==> src/rtl/lrtc_pkg.sv <==
`timescale 1ns / 1ps

package lrtc_pkg;

  // Command codes of an input word.
  localparam logic [1:0] CMD_TICK    = 2'd0;
  localparam logic [1:0] CMD_PACKET  = 2'd1;
  localparam logic [1:0] CMD_RELEASE = 2'd2;

  // Configuration register indexes.
  localparam logic [1:0] REG_CHARGE = 2'd0;
  localparam logic [1:0] REG_PULSE  = 2'd1;
  localparam logic [1:0] REG_ERASE  = 2'd2;

  // Register reset values.
  localparam logic [15:0] CHARGE_RESET = 16'd600;
  localparam logic [7:0]  PULSE_RESET  = 8'd100;
  localparam logic [15:0] ERASE_RESET  = 16'd3000;

  // Bit of the packet status byte that flags a low transmitter battery.
  localparam int unsigned LOW_BATT_BIT = 0;

  typedef enum logic [3:0] {
    EV_NONE      = 4'd0,
    EV_LEARNED   = 4'd1,
    EV_KNOWN     = 4'd2,
    EV_ACCEPTED  = 4'd3,
    EV_UNKNOWN   = 4'd4,
    EV_IGNORED   = 4'd5,
    EV_LEARN_ON  = 4'd6,
    EV_LEARN_OFF = 4'd7,
    EV_FULL      = 4'd8,
    EV_ERASED    = 4'd9,
    EV_SWITCHED  = 4'd10,
    EV_PULSE_END = 4'd11
  } ev_t;

  typedef enum logic [1:0] {
    PH_IDLE   = 2'd0,
    PH_CHARGE = 2'd1,
    PH_PULSE  = 2'd2
  } phase_t;

  typedef enum logic [1:0] {
    ST_IDLE   = 2'd0,
    ST_SEARCH = 2'd1,
    ST_DONE   = 2'd2
  } ctrl_state_t;

  // Commands from the controller to the datapath.
  typedef struct packed {
    logic load_item;   // latch the accepted word and restart the search
    logic search_run;  // step the table search
    logic commit;      // update state and load the result word
  } ctrl_cmd_t;

  // Status from the datapath to the controller.
  typedef struct packed {
    logic search_done;
  } dp_status_t;

endpackage

==> src/rtl/lrtc_ram.sv <==
`timescale 1ns / 1ps

module lrtc_ram #(
  parameter int WIDTH = 32,
  parameter int DEPTH = 10,
  parameter int AW = (DEPTH > 1) ? $clog2(DEPTH) : 1
) (
  input  logic             clk,
  input  logic             we,
  input  logic [AW-1:0]    waddr,
  input  logic [WIDTH-1:0] wdata,
  input  logic [AW-1:0]    raddr,
  output logic [WIDTH-1:0] rdata
);

  logic [WIDTH-1:0] mem [DEPTH];
  logic [WIDTH-1:0] rdata_r;

  // One write port and one registered read port.
  always_ff @(posedge clk) begin
    if (we) begin
      mem[waddr] <= wdata;
    end
    rdata_r <= mem[raddr];
  end

  assign rdata = rdata_r;

endmodule

==> src/rtl/lrtc_ctrl.sv <==
`timescale 1ns / 1ps

module lrtc_ctrl (
  input  logic                   clk,
  input  logic                   rst_n,
  input  logic                   in_valid,
  output logic                   in_ready,
  output logic                   out_valid,
  input  logic                   out_ready,
  input  lrtc_pkg::dp_status_t   status,
  output lrtc_pkg::ctrl_cmd_t    cmd
);

  lrtc_pkg::ctrl_state_t state_r, state_nxt;
  logic out_valid_r, out_valid_nxt;
  logic slot_free;

  assign slot_free = !out_valid_r || out_ready;

  // State and output valid registers.
  always_ff @(posedge clk) begin
    if (!rst_n) begin
      state_r     <= lrtc_pkg::ST_IDLE;
      out_valid_r <= 1'b0;
    end else begin
      state_r     <= state_nxt;
      out_valid_r <= out_valid_nxt;
    end
  end

  // Next state and commands.
  always_comb begin
    state_nxt      = state_r;
    cmd            = '0;
    in_ready       = 1'b0;
    out_valid_nxt  = out_valid_r && !out_ready;
    unique case (state_r)
      lrtc_pkg::ST_IDLE: begin
        in_ready = 1'b1;
        if (in_valid) begin
          cmd.load_item = 1'b1;
          state_nxt     = lrtc_pkg::ST_SEARCH;
        end
      end
      lrtc_pkg::ST_SEARCH: begin
        cmd.search_run = 1'b1;
        if (status.search_done) begin
          state_nxt = lrtc_pkg::ST_DONE;
        end
      end
      lrtc_pkg::ST_DONE: begin
        if (slot_free) begin
          cmd.commit    = 1'b1;
          out_valid_nxt = 1'b1;
          state_nxt     = lrtc_pkg::ST_IDLE;
        end
      end
      default: begin
        state_nxt = lrtc_pkg::ST_IDLE;
      end
    endcase
  end

  assign out_valid = out_valid_r;

`ifndef SYNTHESIS
  // A commit never overwrites a result that is still waiting.
  a_no_overwrite: assert property (@(posedge clk) disable iff (!rst_n)
    cmd.commit |-> (!out_valid_r || out_ready))
    else $error("result overwritten before it was taken");

  // An accepted word always starts a search.
  a_accept_search: assert property (@(posedge clk) disable iff (!rst_n)
    (in_valid && in_ready) |=> (state_r == lrtc_pkg::ST_SEARCH))
    else $error("accepted word did not start a search");

  // A commit always raises the output valid.
  a_commit_valid: assert property (@(posedge clk) disable iff (!rst_n)
    cmd.commit |=> out_valid_r)
    else $error("commit did not present a result");
`endif

endmodule

==> src/rtl/lrtc_datapath.sv <==
`timescale 1ns / 1ps

module lrtc_datapath #(
  parameter int MAX_IDS = 10
) (
  input  logic                 clk,
  input  logic                 rst_n,
  input  lrtc_pkg::ctrl_cmd_t  cmd,
  output lrtc_pkg::dp_status_t status,
  input  logic                 cfg_we,
  input  logic [1:0]           cfg_index,
  input  logic [15:0]          cfg_wdata,
  input  logic [1:0]           in_cmd,
  input  logic [31:0]          in_packet_id,
  input  logic [7:0]           in_packet_status,
  input  logic                 in_radio_fault,
  input  logic [15:0]          in_press_time_ms,
  input  logic                 in_fault_present,
  output logic [3:0]           out_event_res,
  output logic                 out_light_on,
  output logic                 out_bridge_drive,
  output logic                 out_learn_active,
  output logic                 out_low_battery,
  output logic [3:0]           out_ids_stored
);

  localparam int CW = $clog2(MAX_IDS + 1);
  localparam int AW = (MAX_IDS > 1) ? $clog2(MAX_IDS) : 1;
  localparam logic [CW-1:0] MAX_C = CW'(MAX_IDS);

  // Configuration registers.
  logic [15:0] charge_r;
  logic [7:0]  pulse_r;
  logic [15:0] erase_r;

  always_ff @(posedge clk) begin
    if (!rst_n) begin
      charge_r <= lrtc_pkg::CHARGE_RESET;
      pulse_r  <= lrtc_pkg::PULSE_RESET;
      erase_r  <= lrtc_pkg::ERASE_RESET;
    end else if (cfg_we) begin
      unique case (cfg_index)
        lrtc_pkg::REG_CHARGE: charge_r <= cfg_wdata;
        lrtc_pkg::REG_PULSE:  pulse_r  <= cfg_wdata[7:0];
        lrtc_pkg::REG_ERASE:  erase_r  <= cfg_wdata;
        default: ;
      endcase
    end
  end

  // Latched input word.
  logic [1:0]  cmd_r;
  logic [31:0] id_r;
  logic        batt_r;
  logic        rfault_r;
  logic [15:0] press_r;
  logic        sfault_r;

  always_ff @(posedge clk) begin
    if (cmd.load_item) begin
      cmd_r    <= in_cmd;
      id_r     <= in_packet_id;
      batt_r   <= in_packet_status[lrtc_pkg::LOW_BATT_BIT];
      rfault_r <= in_radio_fault;
      press_r  <= in_press_time_ms;
      sfault_r <= in_fault_present;
    end
  end

  // Controller state of the switch.
  lrtc_pkg::phase_t phase_r, phase_nxt;
  logic [15:0]      cd_r, cd_nxt;
  logic             light_r, light_nxt;
  logic             learn_r, learn_nxt;
  logic [CW-1:0]    count_r, count_nxt;
  logic             pend_lb_r, pend_lb_nxt;
  logic             sw_lb_r, sw_lb_nxt;
  lrtc_pkg::ev_t    ev_nxt;
  logic             tbl_we;

  // ID table search: one read issued per cycle, compared in the cycle after.
  logic [CW-1:0] srch_idx_r;
  logic          rd_pend_r;
  logic          hit_r;
  logic [31:0]   rdata;
  logic          issue;
  logic          need_search;
  logic          match;

  assign need_search = (cmd_r == lrtc_pkg::CMD_PACKET) &&
                       (phase_r == lrtc_pkg::PH_IDLE) && !rfault_r;
  assign issue       = need_search && !hit_r && (srch_idx_r < count_r);
  assign match       = rd_pend_r && (rdata == id_r);

  always_ff @(posedge clk) begin
    if (!rst_n) begin
      srch_idx_r <= '0;
      rd_pend_r  <= 1'b0;
      hit_r      <= 1'b0;
    end else if (cmd.load_item) begin
      srch_idx_r <= '0;
      rd_pend_r  <= 1'b0;
      hit_r      <= 1'b0;
    end else if (cmd.search_run) begin
      srch_idx_r <= srch_idx_r + CW'(issue);
      rd_pend_r  <= issue;
      hit_r      <= hit_r || match;
    end
  end

  assign status.search_done = !need_search ||
                              (!rd_pend_r && (hit_r || (srch_idx_r >= count_r)));

  lrtc_ram #(
    .WIDTH (32),
    .DEPTH (MAX_IDS)
  ) u_table (
    .clk   (clk),
    .we    (tbl_we),
    .waddr (count_r[AW-1:0]),
    .wdata (id_r),
    .raddr (srch_idx_r[AW-1:0]),
    .rdata (rdata)
  );

  // Outcome of the current word.
  always_comb begin
    logic [15:0] cd_dec;
    cd_dec      = (cd_r != 16'd0) ? (cd_r - 16'd1) : 16'd0;
    phase_nxt   = phase_r;
    cd_nxt      = cd_r;
    light_nxt   = light_r;
    learn_nxt   = learn_r;
    count_nxt   = count_r;
    pend_lb_nxt = pend_lb_r;
    sw_lb_nxt   = sw_lb_r;
    ev_nxt      = lrtc_pkg::EV_NONE;
    tbl_we      = 1'b0;
    unique case (cmd_r)
      lrtc_pkg::CMD_TICK: begin
        cd_nxt = cd_dec;
        if (cd_dec == 16'd0) begin
          if (phase_r == lrtc_pkg::PH_CHARGE) begin
            light_nxt = !light_r;
            sw_lb_nxt = pend_lb_r;
            cd_nxt    = {8'd0, pulse_r};
            phase_nxt = lrtc_pkg::PH_PULSE;
            ev_nxt    = lrtc_pkg::EV_SWITCHED;
          end else if (phase_r == lrtc_pkg::PH_PULSE) begin
            cd_nxt    = charge_r;
            phase_nxt = lrtc_pkg::PH_IDLE;
            ev_nxt    = lrtc_pkg::EV_PULSE_END;
          end
        end
      end
      lrtc_pkg::CMD_PACKET: begin
        if ((phase_r != lrtc_pkg::PH_IDLE) || rfault_r) begin
          ev_nxt = lrtc_pkg::EV_IGNORED;
        end else if (learn_r) begin
          learn_nxt = 1'b0;
          if (hit_r) begin
            ev_nxt = lrtc_pkg::EV_KNOWN;
          end else if (count_r >= MAX_C) begin
            ev_nxt = lrtc_pkg::EV_FULL;
          end else begin
            tbl_we    = cmd.commit;
            count_nxt = count_r + CW'(1);
            ev_nxt    = lrtc_pkg::EV_LEARNED;
          end
        end else if (!hit_r) begin
          ev_nxt = lrtc_pkg::EV_UNKNOWN;
        end else begin
          pend_lb_nxt = batt_r;
          phase_nxt   = lrtc_pkg::PH_CHARGE;
          ev_nxt      = lrtc_pkg::EV_ACCEPTED;
        end
      end
      lrtc_pkg::CMD_RELEASE: begin
        if (phase_r != lrtc_pkg::PH_IDLE) begin
          ev_nxt = lrtc_pkg::EV_IGNORED;
        end else if (press_r >= erase_r) begin
          count_nxt = '0;
          ev_nxt    = lrtc_pkg::EV_ERASED;
        end else if (sfault_r) begin
          ev_nxt = lrtc_pkg::EV_IGNORED;
        end else if (learn_r) begin
          learn_nxt = 1'b0;
          ev_nxt    = lrtc_pkg::EV_LEARN_OFF;
        end else if (count_r < MAX_C) begin
          learn_nxt = 1'b1;
          ev_nxt    = lrtc_pkg::EV_LEARN_ON;
        end else begin
          ev_nxt = lrtc_pkg::EV_FULL;
        end
      end
      default: begin
        ev_nxt = lrtc_pkg::EV_NONE;
      end
    endcase
  end

  // State registers, updated when the word commits.
  always_ff @(posedge clk) begin
    if (!rst_n) begin
      phase_r   <= lrtc_pkg::PH_IDLE;
      cd_r      <= lrtc_pkg::CHARGE_RESET;
      light_r   <= 1'b0;
      learn_r   <= 1'b0;
      count_r   <= '0;
      pend_lb_r <= 1'b0;
      sw_lb_r   <= 1'b0;
    end else if (cmd.commit) begin
      phase_r   <= phase_nxt;
      cd_r      <= cd_nxt;
      light_r   <= light_nxt;
      learn_r   <= learn_nxt;
      count_r   <= count_nxt;
      pend_lb_r <= pend_lb_nxt;
      sw_lb_r   <= sw_lb_nxt;
    end
  end

  // Result word registers.
  logic [7:0] count_ext;
  assign count_ext = 8'(count_nxt);

  always_ff @(posedge clk) begin
    if (cmd.commit) begin
      out_event_res    <= ev_nxt;
      out_light_on     <= light_nxt;
      out_bridge_drive <= (phase_nxt == lrtc_pkg::PH_PULSE);
      out_learn_active <= learn_nxt;
      out_low_battery  <= sw_lb_nxt;
      out_ids_stored   <= count_ext[3:0];
    end
  end

`ifndef SYNTHESIS
  // Learn mode is only ever on while no switch is in progress.
  a_learn_idle: assert property (@(posedge clk) disable iff (!rst_n)
    learn_r |-> (phase_r == lrtc_pkg::PH_IDLE))
    else $error("learn mode active outside idle phase");

  // The search never runs past the learned entries.
  a_search_bound: assert property (@(posedge clk) disable iff (!rst_n)
    srch_idx_r <= count_r)
    else $error("search index beyond table fill");

  // A table write adds exactly one entry.
  a_learn_count: assert property (@(posedge clk) disable iff (!rst_n)
    tbl_we |=> (count_r == $past(count_r) + CW'(1)))
    else $error("table write did not advance the count");

  // The fill never exceeds the table depth.
  a_count_max: assert property (@(posedge clk) disable iff (!rst_n)
    count_r <= MAX_C)
    else $error("table count above depth");
`endif

endmodule

==> src/rtl/learning_remote_toggle_controller_top.sv <==
`timescale 1ns / 1ps

// Each word is accepted in the idle state, then runs through the search state, where a packet
// is compared against up to MAX_IDS learned IDs, one table read at a time through the single
// read port of the table memory, stopping early on a hit; it commits in the done state once
// the result slot is free. A new word is taken only after the last one has committed.
// Reset: synchronous, active low; control, configuration and switch state registers return to
// their reset values, the ID count clears and the table memory contents are left as they
// are.
module learning_remote_toggle_controller_top #(
  parameter int MAX_IDS = 10
) (
  input  logic        clk,
  input  logic        rst_n,
  input  logic        in_valid,
  output logic        in_ready,
  input  logic [1:0]  in_cmd,
  input  logic [31:0] in_packet_id,
  input  logic [7:0]  in_packet_status,
  input  logic        in_radio_fault,
  input  logic [15:0] in_press_time_ms,
  input  logic        in_fault_present,
  output logic        out_valid,
  input  logic        out_ready,
  output logic [3:0]  out_event_res,
  output logic        out_light_on,
  output logic        out_bridge_drive,
  output logic        out_learn_active,
  output logic        out_low_battery,
  output logic [3:0]  out_ids_stored,
  input  logic        cfg_we,
  input  logic [1:0]  cfg_index,
  input  logic [15:0] cfg_wdata
);

  lrtc_pkg::ctrl_cmd_t  cmd;
  lrtc_pkg::dp_status_t status;

  // Sequencer for one word at a time.
  lrtc_ctrl u_ctrl (
    .clk       (clk),
    .rst_n     (rst_n),
    .in_valid  (in_valid),
    .in_ready  (in_ready),
    .out_valid (out_valid),
    .out_ready (out_ready),
    .status    (status),
    .cmd       (cmd)
  );

  // Switch state, ID table and result registers.
  lrtc_datapath #(
    .MAX_IDS (MAX_IDS)
  ) u_datapath (
    .clk              (clk),
    .rst_n            (rst_n),
    .cmd              (cmd),
    .status           (status),
    .cfg_we           (cfg_we),
    .cfg_index        (cfg_index),
    .cfg_wdata        (cfg_wdata),
    .in_cmd           (in_cmd),
    .in_packet_id     (in_packet_id),
    .in_packet_status (in_packet_status),
    .in_radio_fault   (in_radio_fault),
    .in_press_time_ms (in_press_time_ms),
    .in_fault_present (in_fault_present),
    .out_event_res    (out_event_res),
    .out_light_on     (out_light_on),
    .out_bridge_drive (out_bridge_drive),
    .out_learn_active (out_learn_active),
    .out_low_battery  (out_low_battery),
    .out_ids_stored   (out_ids_stored)
  );

endmodule

==> config.mk <==
export PLATFORM = sky130hd
export DESIGN_NAME = learning_remote_toggle_controller_top
export DESIGN_NICKNAME = d
export VERILOG_FILES = /design/src/rtl/lrtc_pkg.sv /design/src/rtl/lrtc_ram.sv /design/src/rtl/lrtc_ctrl.sv /design/src/rtl/lrtc_datapath.sv /design/src/rtl/learning_remote_toggle_controller_top.sv
export SDC_FILE = /design/constraint.sdc
export NUM_CORES = 1
export LEC_CHECK = 0
export BUFFER_PORTS_ARGS = -buffer_cell sky130_fd_sc_hd__buf_2
export CAP_MARGIN = 20
export CORE_MARGIN = 3
export CORE_UTILIZATION = 57
export CTS_BUF_LIST = sky130_fd_sc_hd__clkbuf_8
export CTS_CLUSTER_DIAMETER = 80
export DETAILED_ROUTE_END_ITERATION = 6
export PLACE_DENSITY = 0.78
export SETUP_SLACK_MARGIN = 0.3
export SLEW_MARGIN = 20
export SYNTH_ARGS = -nofsm -noshare
export SYNTH_HDL_FRONTEND = slang
export SYNTH_SLANG_ARGS = --single-unit
==> constraint.sdc <==
create_clock -name clk -period 3.3 [get_ports clk]
set_clock_uncertainty 0.15 [all_clocks]
set_input_delay 0.495 -clock clk [delete_from_list [all_inputs] [get_ports clk]]
set_output_delay 0.495 -clock clk [all_outputs]
set_load 0.05 [all_outputs]
# [Word-level counts from Yosys, hierarchy flattened]
# Memory sizes are Yosys's and may differ from the RTL's. A register that Yosys moved wholly into a read port is not among the register bits.
# Cells that the tools add are included.
# Widths: inputs -> output; s select.
[classes] n_mul=0 n_lt_le_gt_ge=5 bitwise_logic=3 n_eq_ne=13 muxes=64 n_addsub=3 div=0 n_shift=0 n_reduce_logical=33
[op_table] operator="$mux 4" n=18
[op_table] operator="$mux 16" n=4
[op_table] operator="$eq 32x32->1" n=1
[op_table] operator="$mux 1" n=27
[op_table] operator="$mux 2" n=9
[op_table] operator="$ge 16x16->1" n=1
[op_table] operator="$logic_not 16->1" n=1
[op_table] operator="$reduce_bool 16->1" n=1
[op_table] operator="$sub 16x1->16 const B" n=1
[op_table] operator="$pmux 4 s3" n=1
[op_table] operator="$eq 2x2->1 const B" n=5
[op_table] operator="$eq 2x1->1 const B" n=4
[op_table] operator="$logic_not 2->1" n=4
[op_table] operator="$pmux 4 s2" n=1
[op_table] operator="$reduce_and 2->1" n=4
[op_table] operator="$logic_and 1x1->1" n=7
[op_table] operator="$logic_not 1->1" n=7
[op_table] operator="$pmux 2 s3" n=1
[op_table] operator="$logic_or 1x1->1" n=5
[op_table] operator="$reduce_and 5->1" n=1
[op_table] operator="$add 4x1->4" n=1
[op_table] operator="$add 4x1->4 const B" n=1
[op_table] operator="$ge 4x4->1" n=1
[op_table] operator="$ge 4x4->1 const B" n=1
[op_table] operator="other kinds (11)" n=14
[word_totals] mem_bits_ro=0 latch_bits=0 ff_bits=140 elab_cells=149 inputBits=83 out_inout_bits=14 n_memories=1 mem_bits_rw=320
[memory_table] name="u_datapath.u_table.mem" words=10 word_bits=32 rd=1 rd_clocked_by_memory_dff=1 wr=1 line="lrtc_ram.sv:16" source="logic [WIDTH-1:0] mem [DEPTH];"

# [Depth between registers and ports, before layout]
[logic_depth] word_depth=11 ltp_mapped=16 ltp_nobuf=13

# [By module]
# From an unflattened synthesis, not the netlist that was laid out.
[hier_totals] hier_cells=1400 area_unflattened_um2=20314.5
[modules_own_cells] module="lrtc_ram" area_each_um2=13290.2 cells_each=698 instances=1
[modules_own_cells] module="lrtc_datapath" area_each_um2=6867.8 cells_each=685 instances=1
[modules_own_cells] module="lrtc_ctrl" area_each_um2=156.4 cells_each=17 instances=1

# [Least setup slack after synthesis]
# Ideal clock, no wire load.
[synth_timing] path_type="reg2reg" start="register u_datapath.phase_r[0]" end="memory u_datapath.u_table.mem[0][0] (enable)" setup_time_ns=0.392 path_stages_with_launch=9 setup_slack_ns=-0.097 path_buffers=1 arrival_ns=2.855 path_cell_list="dfxtp_1 inv_1 ha_1 nor2b_1 clkbuf_1 nor3b_1 nand3_1 nor3_1 and2_1"
[synth_via] elab_chain_len=6
[synth_lines] element="start: declaration" line="lrtc_datapath.sv:71" source="lrtc_pkg::phase_t phase_r, phase_nxt;"
[synth_lines] element="start signal: assignment" line="lrtc_datapath.sv:205" source="phase_r <= lrtc_pkg::PH_IDLE;"
[synth_lines] element="start signal: assignment" line="lrtc_datapath.sv:213" source="phase_r <= phase_nxt;"
[synth_lines] element="$reduce_bool 2->1" line="lrtc_datapath.sv:157" source="if ((phase_r != lrtc_pkg::PH_IDLE) || rfault_r) begin"
[synth_lines] element="$logic_or 1x1->1" line="lrtc_datapath.sv:157"
[synth_lines] element="$mux 1" line="lrtc_datapath.sv:157"
[synth_lines] element="$mux 1" line="lrtc_datapath.sv:139" source="unique case (cmd_r)"
[synth_lines] element="$mux 1" line="lrtc_ram.sv:21" source="if (we) begin"
[synth_lines] element="$mux 1 (implied by the code)" line="lrtc_ram.sv:22" source="mem[waddr] <= wdata;"
[synth_lines] element="end: declaration" line="lrtc_ram.sv:16"
# Every way passes these cells.

# [Worst setup path after layout]
[layout_timing] start="register u_datapath.press_r[6]" end="register u_datapath.out_event_res[0] (data pin)"
[layout_via] elab_chain_len=4
[layout_lines] element="start: declaration" line="lrtc_datapath.sv:56" source="logic [15:0] press_r;"
[layout_lines] element="start signal: assignment" line="lrtc_datapath.sv:65" source="press_r <= in_press_time_ms;"
[layout_lines] element="$ge 16x16->1" line="lrtc_datapath.sv:181" source="end else if (press_r >= erase_r) begin"
[layout_lines] element="$mux 4" line="lrtc_datapath.sv:181"
[layout_lines] element="$mux 4" line="lrtc_datapath.sv:179" source="if (phase_r != lrtc_pkg::PH_IDLE) begin"
[layout_lines] element="$pmux 4 s3" line="lrtc_datapath.sv:139"
[layout_lines] element="via u_datapath.ev_nxt[0]" line="lrtc_datapath.sv:78" source="lrtc_pkg::ev_t ev_nxt;"
[layout_lines] element="end signal: assignment" line="lrtc_datapath.sv:229" source="out_event_res <= ev_nxt;"
[layout_lines] element="end: declaration" line="lrtc_datapath.sv:19" source="output logic [3:0] out_event_res,"
# The timed path passes the listed nets, and every way through them passes these cells.
# A chain may end at the register's enable or synchronous reset.

==> metrics.yaml <==
ys_seq_area_frac: 0.687
final.fill_count: 2212
tns_ns: 0
synth_top_area_cell: "edfxtp_1"
ant_nets: 0
cts.sinks: 492
grt_overflow: 0
leakagePower_uw: 0.00820
area_delta_synth_final_pct: 18.6
combPwrFrac: 0.103
outcome: "completed"
layout.nets: 1647
preCtsSetupSlack_ns: 0.0538
antenna_found_initial: 0
critPathMaxFanout: 2
rsz0062_at_grt: "yes"
r2r_slack_ns: 0.26
final_core_util: 0.695
grt_use_total: 0.239
start_util: 0.586
synthFlopType: "edfxtp_1"
vias: 12200
synth_cells: 1310
fin_ws_ns: 0.258
synth-seq-cells: 492
htree_levels: 3
min_period_over_period: 0.922
clockBufferDepth: 3
row_count: 67
end_kind: "flop"
crit_type: "reg2reg"
wl_per_cell_um: 21.5
swShare: 0.260
relSlewSlack: 0.318
syn_avg_cell_area_sq_um: 15.2
synth.most_common_cell: "edfxtp_1"
postPlaceCellArea_sq_um: 21200
clockPowerShare: 0.359
critical_path.top_delay_family: "compound AO/OA/AOI/OAI gates"
dp_hpwl_mm: 24.2
p_seq_frac: 0.538
worst_pin_slew_ns: 1.02
hold_depth: 2
layout-drive-gt1-share: 0.237
cp.required_ns: 3.51
arrival_ns: 3.25
finalHoldViolCount: 0
dieHeight_um: 193
core_region_area_sq_um: 34000
path_buf_inv: 0
start_kind: "flop"
via_per_inst: 5.96
slowest_stage: "a2111o_1"
powerDensity_nw_per_um2: 597
dieArea_sq_um: 37300
layout_min_cycle_time_ns: 3.04
synthArstFlopShare: 0
finalSetupViolCount: 0
crit_path_cell_trace: "ha_1 -> a21o_1 -> a211oi_2 -> o31ai_2 -> a2111o_1 -> or3b_4 -> a221oi_2 -> a21oi_1"
grt_pass1_wl_mm: 67.9
yosys.cell_types.count: 75
p_sw_uw: 3670
seq_area_sq_um: 13700
worstHoldEndpoint: "u_datapath.pulse_r[2]"
power.internal_uw: 10400
dieWidth_um: 193
timing.max_cap.violations: 0
reg2reg_from: "u_datapath.press_r[6]"
drv_slew: 0
yosys_warnings: 0
cts_buffers: 78
routed_wl_mm: 43.8
synth_common_cells: "edfxtp_1 (385), dfxtp_1 (107), nand2_1 (87)"
cts_tree: "built"
fmax_mhz: 329
synth.area.top_cells: "edfxtp_1 (58%), dfxtp_1 (11%), mux4_2 (7.2%)"
grt_max_degree: 99
dr.pass1.iters: 5
r2r-end: "u_datapath.out_event_res[0]"
drc: 0
multi_input_area_sq_um: 5950
worstHoldPathType: "in2reg"
syn-num-nets: 1429
hp-start: "rst_n"
cpPeakStageDelay_ns: 0.55
path_clk_slew_ns: 0.06
synth-edff-count: 385
root_buffer: "clkbuf_8"
netlist_area_sq_um: 19900
io_pins: 97
place_congestion: 0.872
peakVddDrop_uv: 554
reg2regPathDepth: 8
antenna_cells: 0
drt-initial-drc-count: 1030
grt_pass1_vias: 12100
fin_area_sq_um: 23600
clock_latency_ns: 0.63
synth_top_area_frac: 0.580
io_buffers: 89
-- logic make-up (layout without fill, tap and decap cells) --
group,count (synthesis),after routing,share of synthesized area
DFF,492,492,0.687
AOI/OAI and AO/OA,242,242,0.0801
xor gates and xnor gates,32,32,0.0141
and+or+nand+nor,284,284,0.0772
buffers and inverters,113,395,0.0226
adders and majority gates,36,36,0.0226
muxes,111,111,0.0960
-- final cells by class --
class	count	area share
clock inverters	56	0.0144
repair buffers	209	0.0724
flip-flops and latches	492	0.580
clock buffers	88	0.0512
inverters	42	0.00667
well taps	448	0.0237
multi-input cells	705	0.252
-- how the worst max path moves through the flow --
| stage | end | slack (ns) | cells past startpoint | startpoint |
|---|---|---|---|---|
| floorplan | u_datapath.out_event_res[0] | 0.31 | 10 | u_datapath.press_r[0] |
| global placement | u_datapath.out_event_res[0] | 0.02 | 9 | u_datapath.press_r[0] |
| detailed placement | u_datapath.out_event_res[0] | 0.05 | 9 | u_datapath.press_r[0] |
| CTS | u_datapath.out_low_battery | 0.32 | 7 | u_datapath.cd_r[7] |
| global route | u_datapath.out_learn_active | 0.13 | 10 | u_datapath.press_r[0] |
| finish | u_datapath.out_event_res[0] | 0.26 | 8 | u_datapath.press_r[6] |
-- sequential cells by signal, indices dropped and copies added, names as in the netlist, 2 cells and up --
signal                     cells
u_datapath.u_table.rdata      32
u_datapath.phase_r             2
u_datapath.u_table.mem       320
u_datapath.cmd_r               2
u_datapath.srch_idx_r          4
u_datapath.out_ids_stored      4
u_datapath.press_r            16
u_ctrl.state_r                 2
u_datapath.count_r             4
u_datapath.erase_r            16
u_datapath.pulse_r             8
u_datapath.out_event_res       4
u_datapath.charge_r           16
u_datapath.cd_r               16
u_datapath.id_r               32
-- layer usage --
layer | track usage | routed length [um]
met5 | 0 | 0
met2 | 0.380 | 21300
met1 | 0.338 | 18400
met3 | 0.0443 | 2960
met4 | 0.0818 | 1180
-- placed cells by master, fill, tap and decap left out, types with 18 or more instances in the layout --
master,instances
dfxtp_1,101
mux2i_1,44
nor2b_1,40
edfxtp_1,385
mux4_2,64
inv_1,71
nand3_1,18
nand2_1,86
buf_4,34
a211oi_1,34
a21oi_1,82
xor2_1,31
nor2_1,30
ha_1,35
clkbuf_8,88
dlygate4sd3_1,69
o21ai_0,36
buf_2,89
-- worst reg2reg max path, delay by kind of cell (launching register included) --
| family | cells | cell delay (ns) |
|---|---|---|
| flops | 1 | 0.37 |
| simple gates | 1 | 0.46 |
| fa+ha+maj | 1 | 0.33 |
| compound gates | 6 | 1.46 |
-- per-stage QoR --
step | instances | total power [uW] | hold WS [ns]
finish | 2040 | 14100 | 0.0967
global route | 2040 | 14700 | 0.0738
CTS | 2032 | 14100 | 0.0544
detailed placement | 1818 | 8990 | 0.297
global placement | 1818 | 8950 | 0.288
floorplan | 1310 | 8460 | 0.281
-- repair_timing --
| action | 4_1_cts | 5_1_grt |
|---|---|---|
| pin swaps | 3 | 16 |
| hold endpoints to repair | 92 | 0 |
| endpoints found under the setup margin | 9 | 16 |
| gates cloned | 0 | 1 |
| gates resized for setup | 6 | 27 |
| hold buffers | 69 | 0 |
| setup buffers | 1 | 7 |
-- power groups by stage --
stage	combinational (uW)	clock, uW	sequential [uW]
after floorplan	749	0	7710
after global placement	1270	0	7670
after detailed placement	1290	0	7700
after CTS	1380	5150	7570
after global routing	1570	5460	7630
final	1450	5060	7590
Note: power is estimated with default switching activity, not from simulation.
